===== config.mk =====
export PLATFORM = sky130hd
export DESIGN_NAME = height_map_token_parser_top
export DESIGN_NICKNAME = d
export VERILOG_FILES = /design/src/rtl/hmtp_pkg.sv /design/src/rtl/height_map_token_parser_top.sv /design/src/rtl/hmtp_in_reg.sv /design/src/rtl/hmtp_core.sv /design/src/rtl/hmtp_out_reg.sv
export SDC_FILE = /design/constraint.sdc
export NUM_CORES = 1
export LEC_CHECK = 0
export BUFFER_PORTS_ARGS = -buffer_cell sky130_fd_sc_hd__buf_2
export CORE_UTILIZATION = 55
export DETAILED_ROUTE_END_ITERATION = 12
export PLACE_DENSITY_LB_ADDON = 0.3
export SKIP_CTS_REPAIR_TIMING = 1
export SKIP_LAST_GASP = 1
export SYNTH_ARGS = -nofsm -noshare
export SYNTH_HDL_FRONTEND = slang
export SYNTH_SLANG_ARGS = --single-unit

===== constraint.sdc =====
create_clock -name clk_i -period 19.7 [get_ports clk_i]
set_input_delay 2.955 -clock clk_i [delete_from_list [all_inputs] [get_ports clk_i]]
set_output_delay 2.955 -clock clk_i [all_outputs]
set_load 0.02 [all_outputs]

===== src/rtl/hmtp_pkg.sv =====
`timescale 1ns / 1ps
`default_nettype none

package hmtp_pkg;

  // Counter widths used when the top level is not overridden.
  localparam int unsigned COLUMN_BITS_DEF = 12;
  localparam int unsigned ROW_BITS_DEF    = 12;

  // Width of the column and row fields in a result.
  localparam int unsigned POS_W = 12;

  // Characters with a meaning of their own in the token grammar.
  localparam logic [7:0] CH_MINUS = 8'h2D;
  localparam logic [7:0] CH_COMMA = 8'h2C;
  localparam logic [7:0] CH_ZERO  = 8'h30;
  localparam logic [7:0] CH_NINE  = 8'h39;
  localparam logic [7:0] CH_LOW_X = 8'h78;
  localparam logic [7:0] CH_SPACE = 8'h20;
  localparam logic [7:0] CH_TAB   = 8'h09;
  localparam logic [7:0] CH_CR    = 8'h0D;
  localparam logic [7:0] CH_LOW_A = 8'h61;
  localparam logic [7:0] CH_LOW_F = 8'h66;
  localparam logic [7:0] CH_UP_A  = 8'h41;
  localparam logic [7:0] CH_UP_F  = 8'h46;

  typedef enum logic {
    OP_CHAR = 1'b0,
    OP_EOL  = 1'b1
  } hmtp_op_e;

  typedef enum logic [2:0] {
    MODE_BETWEEN = 3'd0,
    MODE_NUMBER  = 3'd1,
    MODE_COMMA   = 3'd2,
    MODE_ZERO    = 3'd3,
    MODE_HEX     = 3'd4,
    MODE_SKIP    = 3'd5
  } hmtp_mode_e;

  typedef struct packed {
    logic       operation;
    logic [7:0] ch;
  } hmtp_in_t;

  typedef struct packed {
    logic                point_valid;
    logic [POS_W-1:0]    col;
    logic [POS_W-1:0]    row;
    logic signed [31:0]  height;
    logic [31:0]         colour;
    logic                has_colour;
    logic                error;
  } hmtp_out_t;

  // Result of one parse step handed to the output register.
  typedef struct packed {
    logic      emit;
    hmtp_out_t result;
  } hmtp_step_t;

  // Hex digit decode: bit 4 is set when the byte is a hex digit.
  function automatic logic [4:0] hex_decode(input logic [7:0] c);
    logic [4:0] r;
    r = '0;
    if (c >= CH_ZERO && c <= CH_NINE) begin
      r = {1'b1, c[3:0]};
    end else if ((c >= CH_LOW_A && c <= CH_LOW_F) || (c >= CH_UP_A && c <= CH_UP_F)) begin
      r = {1'b1, c[3:0] + 4'd9};
    end
    return r;
  endfunction

endpackage

`default_nettype wire


===== src/rtl/height_map_token_parser_top.sv =====
`timescale 1ns / 1ps
`default_nettype none

// Channel   Direction  Handshake                 Payload
// in        input      in_valid_i / in_ready_o   in_req_i  (hmtp_in_t: operation, ch)
// out       output     out_valid_o / out_ready_i out_req_o (hmtp_out_t: point, error)
//
// Each request is parsed combinationally between the input register and the output
// register, so a new request can be taken in every cycle while the output is not stalled.
// A result becomes visible once its request has passed the input and output registers.
// Reset is asynchronous and active low and clears mode, accumulators, counters and halt.
// A result that is not taken stalls parsing; the input register then takes one more
// request and holds it. After an error, requests are accepted but give no result.

module height_map_token_parser_top
  import hmtp_pkg::*;
#(
  parameter int unsigned COLUMN_BITS = COLUMN_BITS_DEF,
  parameter int unsigned ROW_BITS    = ROW_BITS_DEF
) (
  input  wire logic     clk_i,
  input  wire logic     rst_ni,
  input  wire logic     in_valid_i,
  output logic          in_ready_o,
  input  wire hmtp_in_t in_req_i,
  output logic          out_valid_o,
  input  wire logic     out_ready_i,
  output hmtp_out_t     out_req_o
);

  logic       stage_valid;
  hmtp_in_t   stage_req;
  logic       out_space;
  logic       fire;
  hmtp_step_t step;

  // A held request is parsed once the output register can take its result.
  assign fire = stage_valid && out_space;

  hmtp_in_reg u_in_reg (
    .clk_i      (clk_i),
    .rst_ni     (rst_ni),
    .in_valid_i (in_valid_i),
    .in_ready_o (in_ready_o),
    .in_req_i   (in_req_i),
    .consume_i  (fire),
    .valid_o    (stage_valid),
    .req_o      (stage_req)
  );

  hmtp_core #(
    .COLUMN_BITS (COLUMN_BITS),
    .ROW_BITS    (ROW_BITS)
  ) u_core (
    .clk_i  (clk_i),
    .rst_ni (rst_ni),
    .fire_i (fire),
    .req_i  (stage_req),
    .step_o (step)
  );

  hmtp_out_reg u_out_reg (
    .clk_i       (clk_i),
    .rst_ni      (rst_ni),
    .load_i      (fire),
    .step_i      (step),
    .space_o     (out_space),
    .out_valid_o (out_valid_o),
    .out_ready_i (out_ready_i),
    .out_req_o   (out_req_o)
  );

endmodule

`default_nettype wire


===== src/rtl/hmtp_in_reg.sv =====
`timescale 1ns / 1ps
`default_nettype none

module hmtp_in_reg
  import hmtp_pkg::*;
(
  input  wire logic     clk_i,
  input  wire logic     rst_ni,
  input  wire logic     in_valid_i,
  output logic          in_ready_o,
  input  wire hmtp_in_t in_req_i,
  input  wire logic     consume_i,
  output logic          valid_o,
  output hmtp_in_t      req_o
);

  logic     valid_q;
  hmtp_in_t req_q;

  // The stage takes a new request when empty or when its request leaves.
  assign in_ready_o = !valid_q || consume_i;
  assign valid_o    = valid_q;
  assign req_o      = req_q;

  always_ff @(posedge clk_i or negedge rst_ni) begin
    if (!rst_ni) begin
      valid_q <= 1'b0;
    end else if (in_ready_o) begin
      valid_q <= in_valid_i;
    end
  end

  always_ff @(posedge clk_i) begin
    if (in_ready_o && in_valid_i) begin
      req_q <= in_req_i;
    end
  end

endmodule

`default_nettype wire


===== src/rtl/hmtp_core.sv =====
`timescale 1ns / 1ps
`default_nettype none

module hmtp_core
  import hmtp_pkg::*;
#(
  parameter int unsigned COLUMN_BITS = COLUMN_BITS_DEF,
  parameter int unsigned ROW_BITS    = ROW_BITS_DEF
) (
  input  wire logic     clk_i,
  input  wire logic     rst_ni,
  input  wire logic     fire_i,
  input  wire hmtp_in_t req_i,
  output hmtp_step_t    step_o
);

  hmtp_mode_e             mode_q, mode_d;
  logic [31:0]            val_q, val_d;
  logic                   neg_q, neg_d;
  logic [31:0]            hex_q, hex_d;
  logic [COLUMN_BITS-1:0] col_q, col_d;
  logic [ROW_BITS-1:0]    row_q, row_d;
  logic                   halt_q, halt_d;

  logic       eol, space, digit, minus;
  logic [4:0] hexd;
  logic       do_point, pt_colour, pt_err, do_err, do_line;

  assign eol   = (req_i.operation == OP_EOL);
  assign space = (req_i.ch == CH_SPACE) || (req_i.ch >= CH_TAB && req_i.ch <= CH_CR);
  assign digit = (req_i.ch >= CH_ZERO) && (req_i.ch <= CH_NINE);
  assign minus = (req_i.ch == CH_MINUS);
  assign hexd  = hex_decode(req_i.ch);

  always_comb begin
    mode_d    = mode_q;
    val_d     = val_q;
    neg_d     = neg_q;
    hex_d     = hex_q;
    do_point  = 1'b0;
    pt_colour = 1'b0;
    pt_err    = 1'b0;
    do_err    = 1'b0;
    do_line   = 1'b0;

    if (!halt_q) begin
      case (mode_q)
        MODE_NUMBER: begin
          if (eol) begin
            do_point = 1'b1;
            do_line  = 1'b1;
          end else if (digit) begin
            val_d = (val_q << 3) + (val_q << 1) + {28'd0, req_i.ch[3:0]};
          end else if (space) begin
            do_point = 1'b1;
            mode_d   = MODE_BETWEEN;
          end else if (minus) begin
            do_point = 1'b1;
            mode_d   = MODE_SKIP;
          end else if (req_i.ch == CH_COMMA) begin
            mode_d = MODE_COMMA;
          end else begin
            do_point = 1'b1;
            pt_err   = 1'b1;
          end
        end
        MODE_COMMA: begin
          if (!eol && req_i.ch == CH_ZERO) begin
            mode_d = MODE_ZERO;
          end else begin
            do_point = 1'b1;
            pt_err   = 1'b1;
          end
        end
        MODE_ZERO: begin
          if (!eol && req_i.ch == CH_LOW_X) begin
            hex_d  = '0;
            mode_d = MODE_HEX;
          end else begin
            do_point = 1'b1;
            pt_err   = 1'b1;
          end
        end
        MODE_HEX: begin
          if (eol) begin
            do_point  = 1'b1;
            pt_colour = 1'b1;
            do_line   = 1'b1;
          end else if (hexd[4]) begin
            hex_d = {hex_q[27:0], hexd[3:0]};
          end else if (space) begin
            do_point  = 1'b1;
            pt_colour = 1'b1;
            mode_d    = MODE_BETWEEN;
          end else begin
            do_err = 1'b1;
          end
        end
        MODE_SKIP: begin
          if (eol) begin
            do_line = 1'b1;
          end else if (digit || minus) begin
            mode_d = MODE_SKIP;
          end else if (space) begin
            mode_d = MODE_BETWEEN;
          end else begin
            do_err = 1'b1;
          end
        end
        default: begin
          if (eol) begin
            do_line = 1'b1;
          end else if (space) begin
            mode_d = MODE_BETWEEN;
          end else if (digit || minus) begin
            val_d  = digit ? {28'd0, req_i.ch[3:0]} : 32'd0;
            neg_d  = minus;
            hex_d  = '0;
            mode_d = MODE_NUMBER;
          end else begin
            do_err = 1'b1;
          end
        end
      endcase
    end

    if (do_line) begin
      mode_d = MODE_BETWEEN;
    end
  end

  always_comb begin
    col_d  = col_q;
    row_d  = row_q;
    halt_d = halt_q || pt_err || do_err;
    if (do_point) begin
      col_d = col_q + 1'b1;
    end
    if (do_line) begin
      col_d = '0;
      row_d = row_q + 1'b1;
    end
  end

  always_comb begin
    step_o        = '0;
    step_o.emit   = do_point || do_err;
    if (do_point) begin
      step_o.result.point_valid = 1'b1;
      step_o.result.col         = POS_W'(col_q);
      step_o.result.row         = POS_W'(row_q);
      step_o.result.height      = neg_q ? (32'd0 - val_q) : val_q;
      step_o.result.colour      = pt_colour ? hex_q : 32'd0;
      step_o.result.has_colour  = pt_colour;
      step_o.result.error       = pt_err;
    end else if (do_err) begin
      step_o.result.error = 1'b1;
    end
  end

  always_ff @(posedge clk_i or negedge rst_ni) begin
    if (!rst_ni) begin
      mode_q <= MODE_BETWEEN;
      val_q  <= '0;
      neg_q  <= 1'b0;
      hex_q  <= '0;
      col_q  <= '0;
      row_q  <= '0;
      halt_q <= 1'b0;
    end else if (fire_i) begin
      mode_q <= mode_d;
      val_q  <= val_d;
      neg_q  <= neg_d;
      hex_q  <= hex_d;
      col_q  <= col_d;
      row_q  <= row_d;
      halt_q <= halt_d;
    end
  end

`ifndef NO_ASSERTIONS
  a_halt_sticky: assert property (@(posedge clk_i) disable iff (!rst_ni)
    halt_q |=> halt_q)
    else $error("parser left the halted state");

  a_no_result_halted: assert property (@(posedge clk_i) disable iff (!rst_ni)
    (fire_i && halt_q) |-> !step_o.emit)
    else $error("result produced while halted");

  a_error_halts: assert property (@(posedge clk_i) disable iff (!rst_ni)
    (fire_i && step_o.emit && step_o.result.error) |=> halt_q)
    else $error("error result did not halt the parser");

  a_eol_col_clear: assert property (@(posedge clk_i) disable iff (!rst_ni)
    (fire_i && !halt_q && req_i.operation == OP_EOL &&
     mode_q != MODE_COMMA && mode_q != MODE_ZERO) |=> (col_q == '0))
    else $error("column count not cleared at end of line");
`endif

endmodule

`default_nettype wire


===== src/rtl/hmtp_out_reg.sv =====
`timescale 1ns / 1ps
`default_nettype none

module hmtp_out_reg
  import hmtp_pkg::*;
(
  input  wire logic       clk_i,
  input  wire logic       rst_ni,
  input  wire logic       load_i,
  input  wire hmtp_step_t step_i,
  output logic            space_o,
  output logic            out_valid_o,
  input  wire logic       out_ready_i,
  output hmtp_out_t       out_req_o
);

  logic      valid_q;
  hmtp_out_t req_q;

  // Free when empty or when the held result is taken in this cycle.
  assign space_o     = !valid_q || out_ready_i;
  assign out_valid_o = valid_q;
  assign out_req_o   = req_q;

  always_ff @(posedge clk_i or negedge rst_ni) begin
    if (!rst_ni) begin
      valid_q <= 1'b0;
    end else if (space_o) begin
      valid_q <= load_i && step_i.emit;
    end
  end

  always_ff @(posedge clk_i) begin
    if (space_o && load_i && step_i.emit) begin
      req_q <= step_i.result;
    end
  end

endmodule

`default_nettype wire


==> impl_metrics.json, run 1 <==
{
  "run_status": "completed",
  "synth.yosys.seq_area_share_pct": 51.4,
  "regToRegStartpoint": "u_in_reg.req_o[3]",
  "htree_num_levels": 4,
  "detailed_place_hpwl_um": 15100,
  "postSynthCellCount": 960,
  "rows": 50,
  "cts_tree": "yes",
  "fin_area_um2": 11800,
  "place_area_um2": 11200,
  "routed_wl_um": 21300,
  "ir_drop_v": 0.0000415,
  "initial_utilization_pct": 56.0,
  "worst-endpoint-required_ns": 16.75,
  "route.detailed.wl_per_inst_um": 16.4,
  "setup_violations": 0,
  "drt.antenna.violating_nets": 0,
  "die_h_um": 140,
  "tritoncts.num_buffers": 17,
  "maximum_cell_stage_delay_along_the_critical_path_ns": 0.18,
  "leakage_nw": 5.13,
  "dr.pass1.iters": 5,
  "drc_violation_total_after_the_first_tritonroute_iteration": 666,
  "antenna_found_initial": 0,
  "finish.net_count": 1131,
  "path_class": "primary input to output port",
  "cts.clk_slew.worst_paths_ns": 0.07,
  "cts_sink_count": 195,
  "fin_total_pwr_w": 0.000892,
  "cp_slowest_cell": "buf_2",
  "synth-seq-cells": 195,
  "drc_errors": 0,
  "synth_nets": 1041,
  "rsz0062_at_grt": "false",
  "fin_crit_ns": 6.37,
  "power.density_nw_per_um2": 75.4,
  "synthesized_area_per_cell_um2": 10.9,
  "placement.io_buffers": 105,
  "sequence_of_cells_on_the_critical_path": "buf_2 -> nand3b_1 -> buf_2",
  "die_x_um": 140,
  "setup.reg_to_reg.worst_slack_ns": 15.84,
  "timing.final.hold_violations": 0,
  "worst_setup_path_end_kind": "output port",
  "drive_above_1_share_pct": 16.5,
  "postSynth.topFlopCell": "edfxtp_1",
  "synthArstFlopShare_pct": 48.7,
  "final_cells": 1297,
  "max_slew.worst_pin.slew_ns": 1.13,
  "cts-root-to-sink-buffers": 2,
  "grt_pass1_wl_um": 35300,
  "worst_case_reg_to_reg_path_depth": 10,
  "worst_path_top_cell_family_by_delay": "buffers and inverters",
  "synth_cell_type_count": 74,
  "place_worst_setup_slack_ns": 13.33,
  "placeableCoreArea_um2": 18700,
  "boundaryPins": 106,
  "num_antenna_cells": 0,
  "synth_area_um2": 10500,
  "grt.total_usage_pct": 22.7,
  "vias": 7551,
  "timing.critical_path.fanout_max": 3,
  "kind_of_launch_point_of_the_worst_setup_path": "primary input",
  "post-route-worst-setup-slack_ns": 13.33,
  "achievable-frequency_ghz": 0.157,
  "final_common_cell": "buf_2",
  "clock_insertion_delay_worst_skew_ns": 0.43,
  "finalClockSkew_ns": 0.00732,
  "route.detailed.vias_per_inst": 5.82,
  "cp.arrival_ns": 3.42,
  "placed_cells_incl_taps": 1265,
  "relSlewSlack_pct": 25.0,
  "hp-class": "flip-flop to flip-flop",
  "fp.dieArea_um2": 19600,
  "period_share_pct": 32.3,
  "critical_path.most_common_cell": "buf_2",
  "slew_viol_final": 0,
  "timing.max_cap.violations": 0,
  "clockRootBuffer": "clkbuf_16",
  "min_from": "u_core.row_q[11]",
  "rd_place_congestion": 0.937,
  "layout_common_cells": "104 x buf_2, 100 x edfxtp_1, 95 x dfrtp_1",
  "worst_r2r_endpoint": "u_core.val_q[31]",
  "setup_tns_ns": 0,
  "yosysWarnings": 0,
  "worst-path-buf-inv": 2,
  "worst_hold_path.num_cells": 1,
  "number_of_global_route_vias_before_repair": 7045,
  "area_growth_syn_to_layout_pct": 12.9,
  "grt_start_max_net_pins": 92,
  "synth-edff-count": 100,
  "min_to": "u_core.row_q[11]",
  "globalRouteOverflowTotal": 0
}
[cell type report]
| class | instances | area (um^2) |
|---|---|---|
| clock buffers | 17 | 425 |
| clock inverters | 15 | 213 |
| fillers | 1429 | 6890 |
| inverters | 23 | 86.3 |
| multi-input cells | 701 | 4840 |
| flip-flops and latches | 195 | 5380 |
| well taps | 234 | 293 |
| repair buffers | 112 | 581 |
[state kept, by name, summed over array words and instances, names as in the netlist]
name and flops:
u_in_reg.req_o 9, u_core.val_q 32, u_core.col_q 12, u_core.neg_q 1
u_core.row_q 12, u_out_reg.out_valid_o 1, u_in_reg.valid_o 1, u_out_reg.out_req_o 91
u_core.hex_q 32, u_core.mode_q 3, u_core.halt_q 1
[synth_stat cells (4+ instances only)]
| cell | n | share of area [%] |
|---|---|---|
| nor3_1 | 7 | 0.33 |
| o31ai_1 | 17 | 1.2 |
| nand2_1 | 89 | 3.2 |
| nand4_1 | 9 | 0.54 |
| xnor2_1 | 35 | 2.9 |
| o21ai_0 | 52 | 2.5 |
| nor4_1 | 6 | 0.36 |
| a21oi_1 | 36 | 1.7 |
| ha_1 | 66 | 7.9 |
| inv_1 | 22 | 0.79 |
| or2_2 | 8 | 0.48 |
| dfrtp_1 | 95 | 23 |
| a22o_1 | 32 | 2.7 |
| or3_1 | 8 | 0.48 |
| o41ai_1 | 4 | 0.33 |
| a211oi_1 | 8 | 0.57 |
| o21bai_1 | 7 | 0.50 |
| a21o_1 | 8 | 0.57 |
| nor2_1 | 84 | 3.0 |
| nand3_1 | 26 | 1.2 |
| buf_2 | 9 | 0.43 |
| o31ai_2 | 4 | 0.48 |
| and3_1 | 8 | 0.48 |
| and2_1 | 57 | 3.4 |
| a31oi_1 | 10 | 0.60 |
| o211ai_1 | 5 | 0.36 |
| xor2_1 | 41 | 3.4 |
| clkbuf_1 | 28 | 1.0 |
| o221ai_1 | 4 | 0.33 |
| nand2b_1 | 6 | 0.36 |
| edfxtp_1 | 100 | 29 |
[per-layer routing]
| layer | GRT usage (%) | vias up | routed length (um) |
|---|---|---|---|
| met3 | 3.28 | 33 | 761 |
| met2 | 36.2 | 201 | 10200 |
| li1 | - | 3693 | - |
| met5 | 0 | - | 0 |
| met1 | 32.0 | 3624 | 9990 |
| met4 | 7.40 | 0 | 352 |
[how the worst max path moves through the flow]
| stage | startpoint | to | slack [ns] | depth (start not counted) |
|---|---|---|---|---|
| 2_1_floorplan | out_ready_i | u_out_reg.out_req_o[0] | 9.66 | 3 |
| 3_3_place_gp | out_ready_i | in_ready_o | 13.35 | 3 |
| 3_5_place_dp | out_ready_i | in_ready_o | 13.33 | 3 |
| 4_1_cts | out_ready_i | in_ready_o | 13.33 | 3 |
| 5_1_grt | out_ready_i | in_ready_o | 13.31 | 3 |
| 6_report | out_ready_i | in_ready_o | 13.33 | 3 |
[cells by family after synthesis]
logic type               synth area share [%]
XOR/XNOR                                 6.36
buffers and inverters                    2.49
multiplexers                            0.406
flip-flops                               51.4
adder cells (fa/ha/maj)                  8.27
AND/OR/NAND/NOR                          16.6
AO/OA/AOI/OAI                            14.4
[stage by stage]
| step | hold slack, ns | utilization [%] |
|---|---|---|
| 2_1_floorplan | 0.437 | - |
| 3_5_place_dp | 0.461 | 59.8 |
| 5_1_grt | 0.484 | 63.2 |
| 6_report | 0.472 | 63.2 |
| 3_3_place_gp | 0.452 | 59.8 |
| 4_1_cts | 0.470 | 63.2 |
[where the power goes]
group          switching [W]  leakage, nW  internal (W)
Sequential         0.0000157         2.27      0.000434
Clock               0.000162        0.315      0.000207
Combinational      0.0000474         2.54     0.0000250
Total               0.000226         5.13      0.000666
No activity file was read; power rests on OpenSTA's default activity.
==> inputs of run 2 (changes only) <==
--- a/config.mk
+++ b/config.mk
@@ -6,7 +6,7 @@
 export NUM_CORES = 1
 export LEC_CHECK = 0
 export BUFFER_PORTS_ARGS = -buffer_cell sky130_fd_sc_hd__buf_2
-export CORE_UTILIZATION = 55
+export CORE_UTILIZATION = 54
 export DETAILED_ROUTE_END_ITERATION = 12
 export PLACE_DENSITY_LB_ADDON = 0.3
 export SKIP_CTS_REPAIR_TIMING = 1
==> constraint.sdc (replaced) <==
create_clock -name clk_i -period 5.2 [get_ports clk_i]
set_input_delay 0.78 -clock clk_i [delete_from_list [all_inputs] [get_ports clk_i]]
set_output_delay 0.78 -clock clk_i [all_outputs]
set_load 0.02 [all_outputs]
==> run 2 against run 1 <==
Against the previous run: critical path depth rose by 7; via count did not move; first-iteration DRC count fell by 29%; global-route usage rose by 0.13 points; highest routed layer is now met5; die area rose by 1.8%; cell count rose by 2.0%.
==> impl_metrics.json, run 2 (same netlist as run 1, synthesis figures left out) <==
{
  "achievable-frequency_ghz": 0.273,
  "htree_num_levels": 4,
  "cts.clk_slew.worst_paths_ns": 0.08,
  "final_core_occ_pct": 62.9,
  "rows": 50,
  "fin_crit_ns": 3.67,
  "max_slew.worst_pin.slew_ns": 0.980,
  "routed_wl_um": 22000,
  "largest_register_ffs": 91,
  "ir_drop_v": 0.000220,
  "rsz0062_at_grt": "false",
  "setup.reg_to_reg.worst_slack_ns": 1.53,
  "drc_violation_total_after_the_first_tritonroute_iteration": 475,
  "cts_sink_count": 195,
  "hp-class": "primary input to asynchronous set/reset pin",
  "leakage_nw": 5.12,
  "grt_start_max_net_pins": 86,
  "place_area_um2": 11200,
  "post-route-worst-setup-slack_ns": 1.53,
  "vias": 7551,
  "num_antenna_cells": 0,
  "worst_r2r_endpoint": "u_core.val_q[31]",
  "power.density_nw_per_um2": 282,
  "globalRouteOverflowTotal": 0,
  "route.detailed.wl_per_inst_um": 16.6,
  "tritoncts.num_buffers": 17,
  "cts_tree": "yes",
  "timing.final.hold_violations": 0,
  "final_common_cell": "buf_2",
  "place_worst_setup_slack_ns": 1.56,
  "run_status": "completed",
  "regToRegStartpoint": "u_in_reg.req_o[3]",
  "multiInputGateArea_um2": 4850,
  "antenna_found_initial": 1,
  "placement.io_buffers": 105,
  "cts-root-to-sink-buffers": 2,
  "fin_total_pwr_w": 0.00334,
  "slew_viol_final": 0,
  "worst-endpoint-required_ns": 5.54,
  "worst_case_reg_to_reg_path_depth": 10,
  "period_share_pct": 70.6,
  "grt.total_usage_pct": 22.8,
  "layout.filler_cells": 1480,
  "timing.max_cap.violations": 0,
  "fp.dieArea_um2": 19900,
  "dr.pass1.iters": 5,
  "number_of_global_route_vias_before_repair": 6925,
  "area.sequential_um2": 5380,
  "finish.net_count": 1131,
  "clock_insertion_delay_worst_skew_ns": 0.44,
  "drive_above_1_share_pct": 16.4,
  "area_growth_syn_to_layout_pct": 13.2,
  "detailed_place_hpwl_um": 15700,
  "die_x_um": 141,
  "route.detailed.vias_per_inst": 5.71,
  "finalClockSkew_ns": 0.0138,
  "boundaryPins": 106,
  "grt_pass1_wl_um": 35500,
  "path_class": "flip-flop to flip-flop",
  "fin_area_um2": 11800,
  "cp.arrival_ns": 4.01,
  "relSlewSlack_pct": 34.6,
  "initial_utilization_pct": 55.6,
  "worst_setup_path_end_kind": "flip-flop",
  "clockRootBuffer": "clkbuf_16",
  "drc_errors": 0,
  "die_h_um": 141,
  "setup_violations": 0,
  "layout_common_cells": "104 x buf_2, 100 x edfxtp_1, 95 x dfrtp_1",
  "placeableCoreArea_um2": 18800,
  "kind_of_launch_point_of_the_worst_setup_path": "flip-flop",
  "rd_place_congestion": 0.872,
  "setup_tns_ns": 0,
  "timing.critical_path.fanout_max": 12,
  "drt.antenna.violating_nets": 0
}
run 2: cell count changes in the layout (fill, tap and decap cells not counted), sizes merged:
| cell | change |
|---|---|
| bufinv | -1 |
| clkinvlp | +2 |
| inv | -2 |
| clkinv | +1 |
run 2: worst max path at each step:
stage / slack (ns) / start / end
after floorplan: 0.67 / u_in_reg.req_o[1] / u_out_reg.out_req_o[0]
after global placement: 1.63 / u_in_reg.req_o[3] / u_core.val_q[31]
after detailed placement: 1.56 / u_in_reg.req_o[3] / u_core.val_q[31]
after CTS: 1.54 / u_in_reg.req_o[3] / u_core.val_q[31]
after global routing: 1.30 / u_in_reg.req_o[1] / u_out_reg.out_req_o[54]
final: 1.53 / u_in_reg.req_o[3] / u_core.val_q[31]
run 2: final cells by class:
class | instances | share of cell area (%)
multi-input cells | 701 | 40.9
clock inverters | 15 | 1.60
clock buffers | 17 | 3.59
well taps | 260 | 2.75
inverters | 23 | 0.729
repair buffers | 112 | 5.01
flip-flops and latches | 195 | 45.4
run 2: layer usage:
layer  up-vias  share of wire [%]  global-route usage [%]
met2       192                 46                    35.4
met1      3645                 48                    32.7
met5         -              0.059                       0
met4         2                1.5                    6.64
li1       3682                  -                       -
met3        30                4.2                    4.18
run 2: stage by stage:
stage          cells  hold WS [ns]
3_3_place_gp    1291         0.451
6_report        1323         0.306
4_1_cts         1323         0.328
2_1_floorplan    960         0.437
5_1_grt         1323         0.338
3_5_place_dp    1291         0.460
run 2: power breakdown:
part	switching [W]	total (W)	internal (W)
logic	0.000187	0.000282	0.0000952
registers	0.0000592	0.00170	0.00165
clock network	0.000619	0.00135	0.000731
run 2: critical path: stages, from the launching register on:
cell	delay (ns)
edfxtp_1	0.61
fa_1	0.61
ha_1	0.30
nand3_1	0.09
a2111oi_0	0.62
o21ai_0	0.25
a31oi_1	0.37
nand3_1	0.13
o2111ai_1	0.15
mux2_2	0.36
o311ai_1	0.08
==> inputs of run 3 (changes only) <==
--- a/config.mk
+++ b/config.mk
@@ -6,7 +6,7 @@
 export NUM_CORES = 1
 export LEC_CHECK = 0
 export BUFFER_PORTS_ARGS = -buffer_cell sky130_fd_sc_hd__buf_2
-export CORE_UTILIZATION = 54
+export CORE_UTILIZATION = 55
 export DETAILED_ROUTE_END_ITERATION = 12
 export PLACE_DENSITY_LB_ADDON = 0.3
 export SKIP_CTS_REPAIR_TIMING = 1
==> constraint.sdc (replaced) <==
create_clock -name clk_i -period 3.73 [get_ports clk_i]
set_input_delay 0.5595 -clock clk_i [delete_from_list [all_inputs] [get_ports clk_i]]
set_output_delay 0.5595 -clock clk_i [all_outputs]
set_load 0.02 [all_outputs]
==> run 3 against run 2 <==
Against the previous run: via count increased by 0.68%; final area increased by 0.47%; flip-flop and latch count unchanged; die area decreased by 1.8%; global-route usage increased by 0.65 points; worst hold slack got worse by 0.11 ns; sequential share of layout area decreased by 0.21 points; non-clock buffer count increased by 5; maximum frequency increased by 13%; wire length decreased by 2.1%; critical path type unchanged; sequential power increased by 39%.
==> impl_metrics.json, run 3 (same netlist as run 1, synthesis figures left out) <==
{
  "cts_sink_count": 195,
  "cts-root-to-sink-buffers": 2,
  "post-route-worst-setup-slack_ns": 0.474,
  "grt_start_max_net_pins": 70,
  "drive_above_1_share_pct": 18.0,
  "finalClockSkew_ns": 0.00876,
  "run_status": "completed",
  "place_worst_setup_slack_ns": 0.507,
  "grt_pass1_wl_um": 36700,
  "antenna_found_initial": 0,
  "power.density_nw_per_um2": 389,
  "max_slew.worst_pin.slew_ns": 1.16,
  "route.detailed.wl_per_inst_um": 16.5,
  "critical_path_end": "u_core.val_q[31]",
  "maximum_cell_stage_delay_along_the_critical_path_ns": 0.51,
  "globalRouteOverflowTotal": 0,
  "critical_path.most_common_cell": "nand3_1",
  "cts.clk_slew.worst_paths_ns": 0.08,
  "ir_drop_v": 0.000363,
  "placed_cells_incl_taps": 1270,
  "worst_r2r_endpoint": "u_core.val_q[31]",
  "fp.dieArea_um2": 19600,
  "initial_utilization_pct": 56.0,
  "die_x_um": 140,
  "rows": 50,
  "fin_area_um2": 11900,
  "p_switching_w": 0.00126,
  "route.detailed.vias_per_inst": 5.84,
  "period_share_pct": 87.3,
  "share_comb_of_total_power_pct": 9.2,
  "final_cells": 1302,
  "vias": 7602,
  "clock_insertion_delay_worst_skew_ns": 0.43,
  "worst-endpoint-required_ns": 4.07,
  "tritoncts.num_buffers": 17,
  "largest_register_ffs": 91,
  "worst_case_reg_to_reg_path_depth": 10,
  "timing.max_cap.violations": 0,
  "num_antenna_cells": 0,
  "dr.pass1.iters": 5,
  "layout_common_cells": "104 x buf_2, 100 x edfxtp_1, 95 x dfrtp_1",
  "die_h_um": 140,
  "timing.critical_path.fanout_max": 7,
  "detailed_place_hpwl_um": 15200,
  "regToRegStartpoint": "u_core.val_q[2]",
  "boundaryPins": 106,
  "seqPwrFrac_pct": 51.2,
  "drc_errors": 0,
  "htree_num_levels": 4,
  "placeableCoreArea_um2": 18700,
  "relative_contribution_of_the_clock_network_to_total_power_pct": 39.5,
  "place_area_um2": 11300,
  "timing.final.hold_violations": 0,
  "cp_slowest_cell": "dfrtp_1",
  "fin_crit_ns": 3.26,
  "worst_setup_path_end_kind": "flip-flop",
  "grt.total_usage_pct": 23.5,
  "rsz0062_at_grt": "false",
  "worstSetupStartpoint": "u_core.val_q[2]",
  "net_sw_share_pct": 27.3,
  "placement.io_buffers": 105,
  "clockRootBuffer": "clkbuf_16",
  "cp.arrival_ns": 3.59,
  "setup_violations": 0,
  "drc_violation_total_after_the_first_tritonroute_iteration": 395,
  "slew_viol_final": 0,
  "hp-class": "primary input to asynchronous set/reset pin",
  "routed_wl_um": 21500,
  "number_of_global_route_vias_before_repair": 7368,
  "setup.reg_to_reg.worst_slack_ns": 0.47,
  "achievable-frequency_ghz": 0.307,
  "rd_place_congestion": 0.911,
  "area_growth_syn_to_layout_pct": 13.7,
  "sequence_of_cells_on_the_critical_path": "fa_1 -> ha_1 -> nand3_1 -> a2111oi_0 -> o21ai_0 -> a31oi_1 -> nand3_1 -> o2111ai_1 -> mux2_2 -> o311ai_1",
  "leakage_nw": 5.14,
  "drt.antenna.violating_nets": 0,
  "total_internal_power_w": 0.00336,
  "kind_of_launch_point_of_the_worst_setup_path": "flip-flop",
  "relSlewSlack_pct": 22.5,
  "cts_tree": "yes",
  "final_common_cell": "buf_2",
  "finish.net_count": 1136,
  "path_class": "flip-flop to flip-flop",
  "fin_total_pwr_w": 0.00462
}
[run 3: changes by cell type in the layout (fill, tap and decap cells not counted), sizes merged]
| cell | delta |
|---|---|
| inv | +3 |
| bufinv | -2 |
| buf | +5 |
| clkinvlp | -1 |
[run 3: area by class of cell]
type | instances | area (um^2)
Clock buffer | 17 | 425
Clock inverter | 15 | 174
Fill cell | 1475 | 6810
Inverter | 23 | 86.3
Multi-Input combinational cell | 701 | 4910
Sequential cell | 195 | 5380
Tap cell | 234 | 293
Timing Repair Buffer | 117 | 631
[run 3: worst min-delay path by stage]
| stage | startpoint | endpoint | slack (ns) | depth (start not counted) |
|---|---|---|---|---|
| finish | rst_ni | u_core.val_q[18] | 0.20 | 1 |
| global route | rst_ni | u_core.val_q[16] | 0.26 | 1 |
| CTS | rst_ni | u_core.val_q[18] | 0.22 | 1 |
| detailed placement | u_core.row_q[11] | u_core.row_q[11] | 0.46 | 1 |
| global placement | u_core.row_q[11] | u_core.row_q[11] | 0.46 | 1 |
| floorplan | rst_ni | u_core.col_q[0] | 0.26 | 0 |
[run 3: per-stage QoR]
stage	hold slack, ns	util (%)	TNS (ns)
detailed placement	0.462	60.4	0
global route	0.259	63.6	0
finish	0.197	63.6	0
floorplan	0.264	-	-46.58
global placement	0.457	60.4	0
CTS	0.221	63.6	0
[run 3: critical path, delay by kind of cell (launching register included)]
family                     cells  cell delay [ns]
AOI/OAI and AO/OA              5             1.25
adders and majority gates      2             0.81
DFF                            1             0.51
muxes                          1             0.35
and+or+nand+nor                2             0.22
[run 3: power groups by stage]
stage          clock network (W)  logic (W)  registers, W
3_5_place_dp                   0   0.000423       0.00241
4_1_cts                  0.00186   0.000427       0.00237
3_3_place_gp                   0   0.000421       0.00241
6_report                 0.00183   0.000427       0.00237
2_1_floorplan                  0   0.000342       0.00237
5_1_grt                  0.00195   0.000488       0.00238
[run 3: routing by layer]
metal	share of wire (%)	vias up	wire, um	global-route usage (%)
li1	-	3697	-	-
met1	45	3681	9710	31.6
met2	49	186	10500	38.7
met3	4.0	38	868	3.35
met4	2.2	0	480	8.79
met5	0	-	0	0
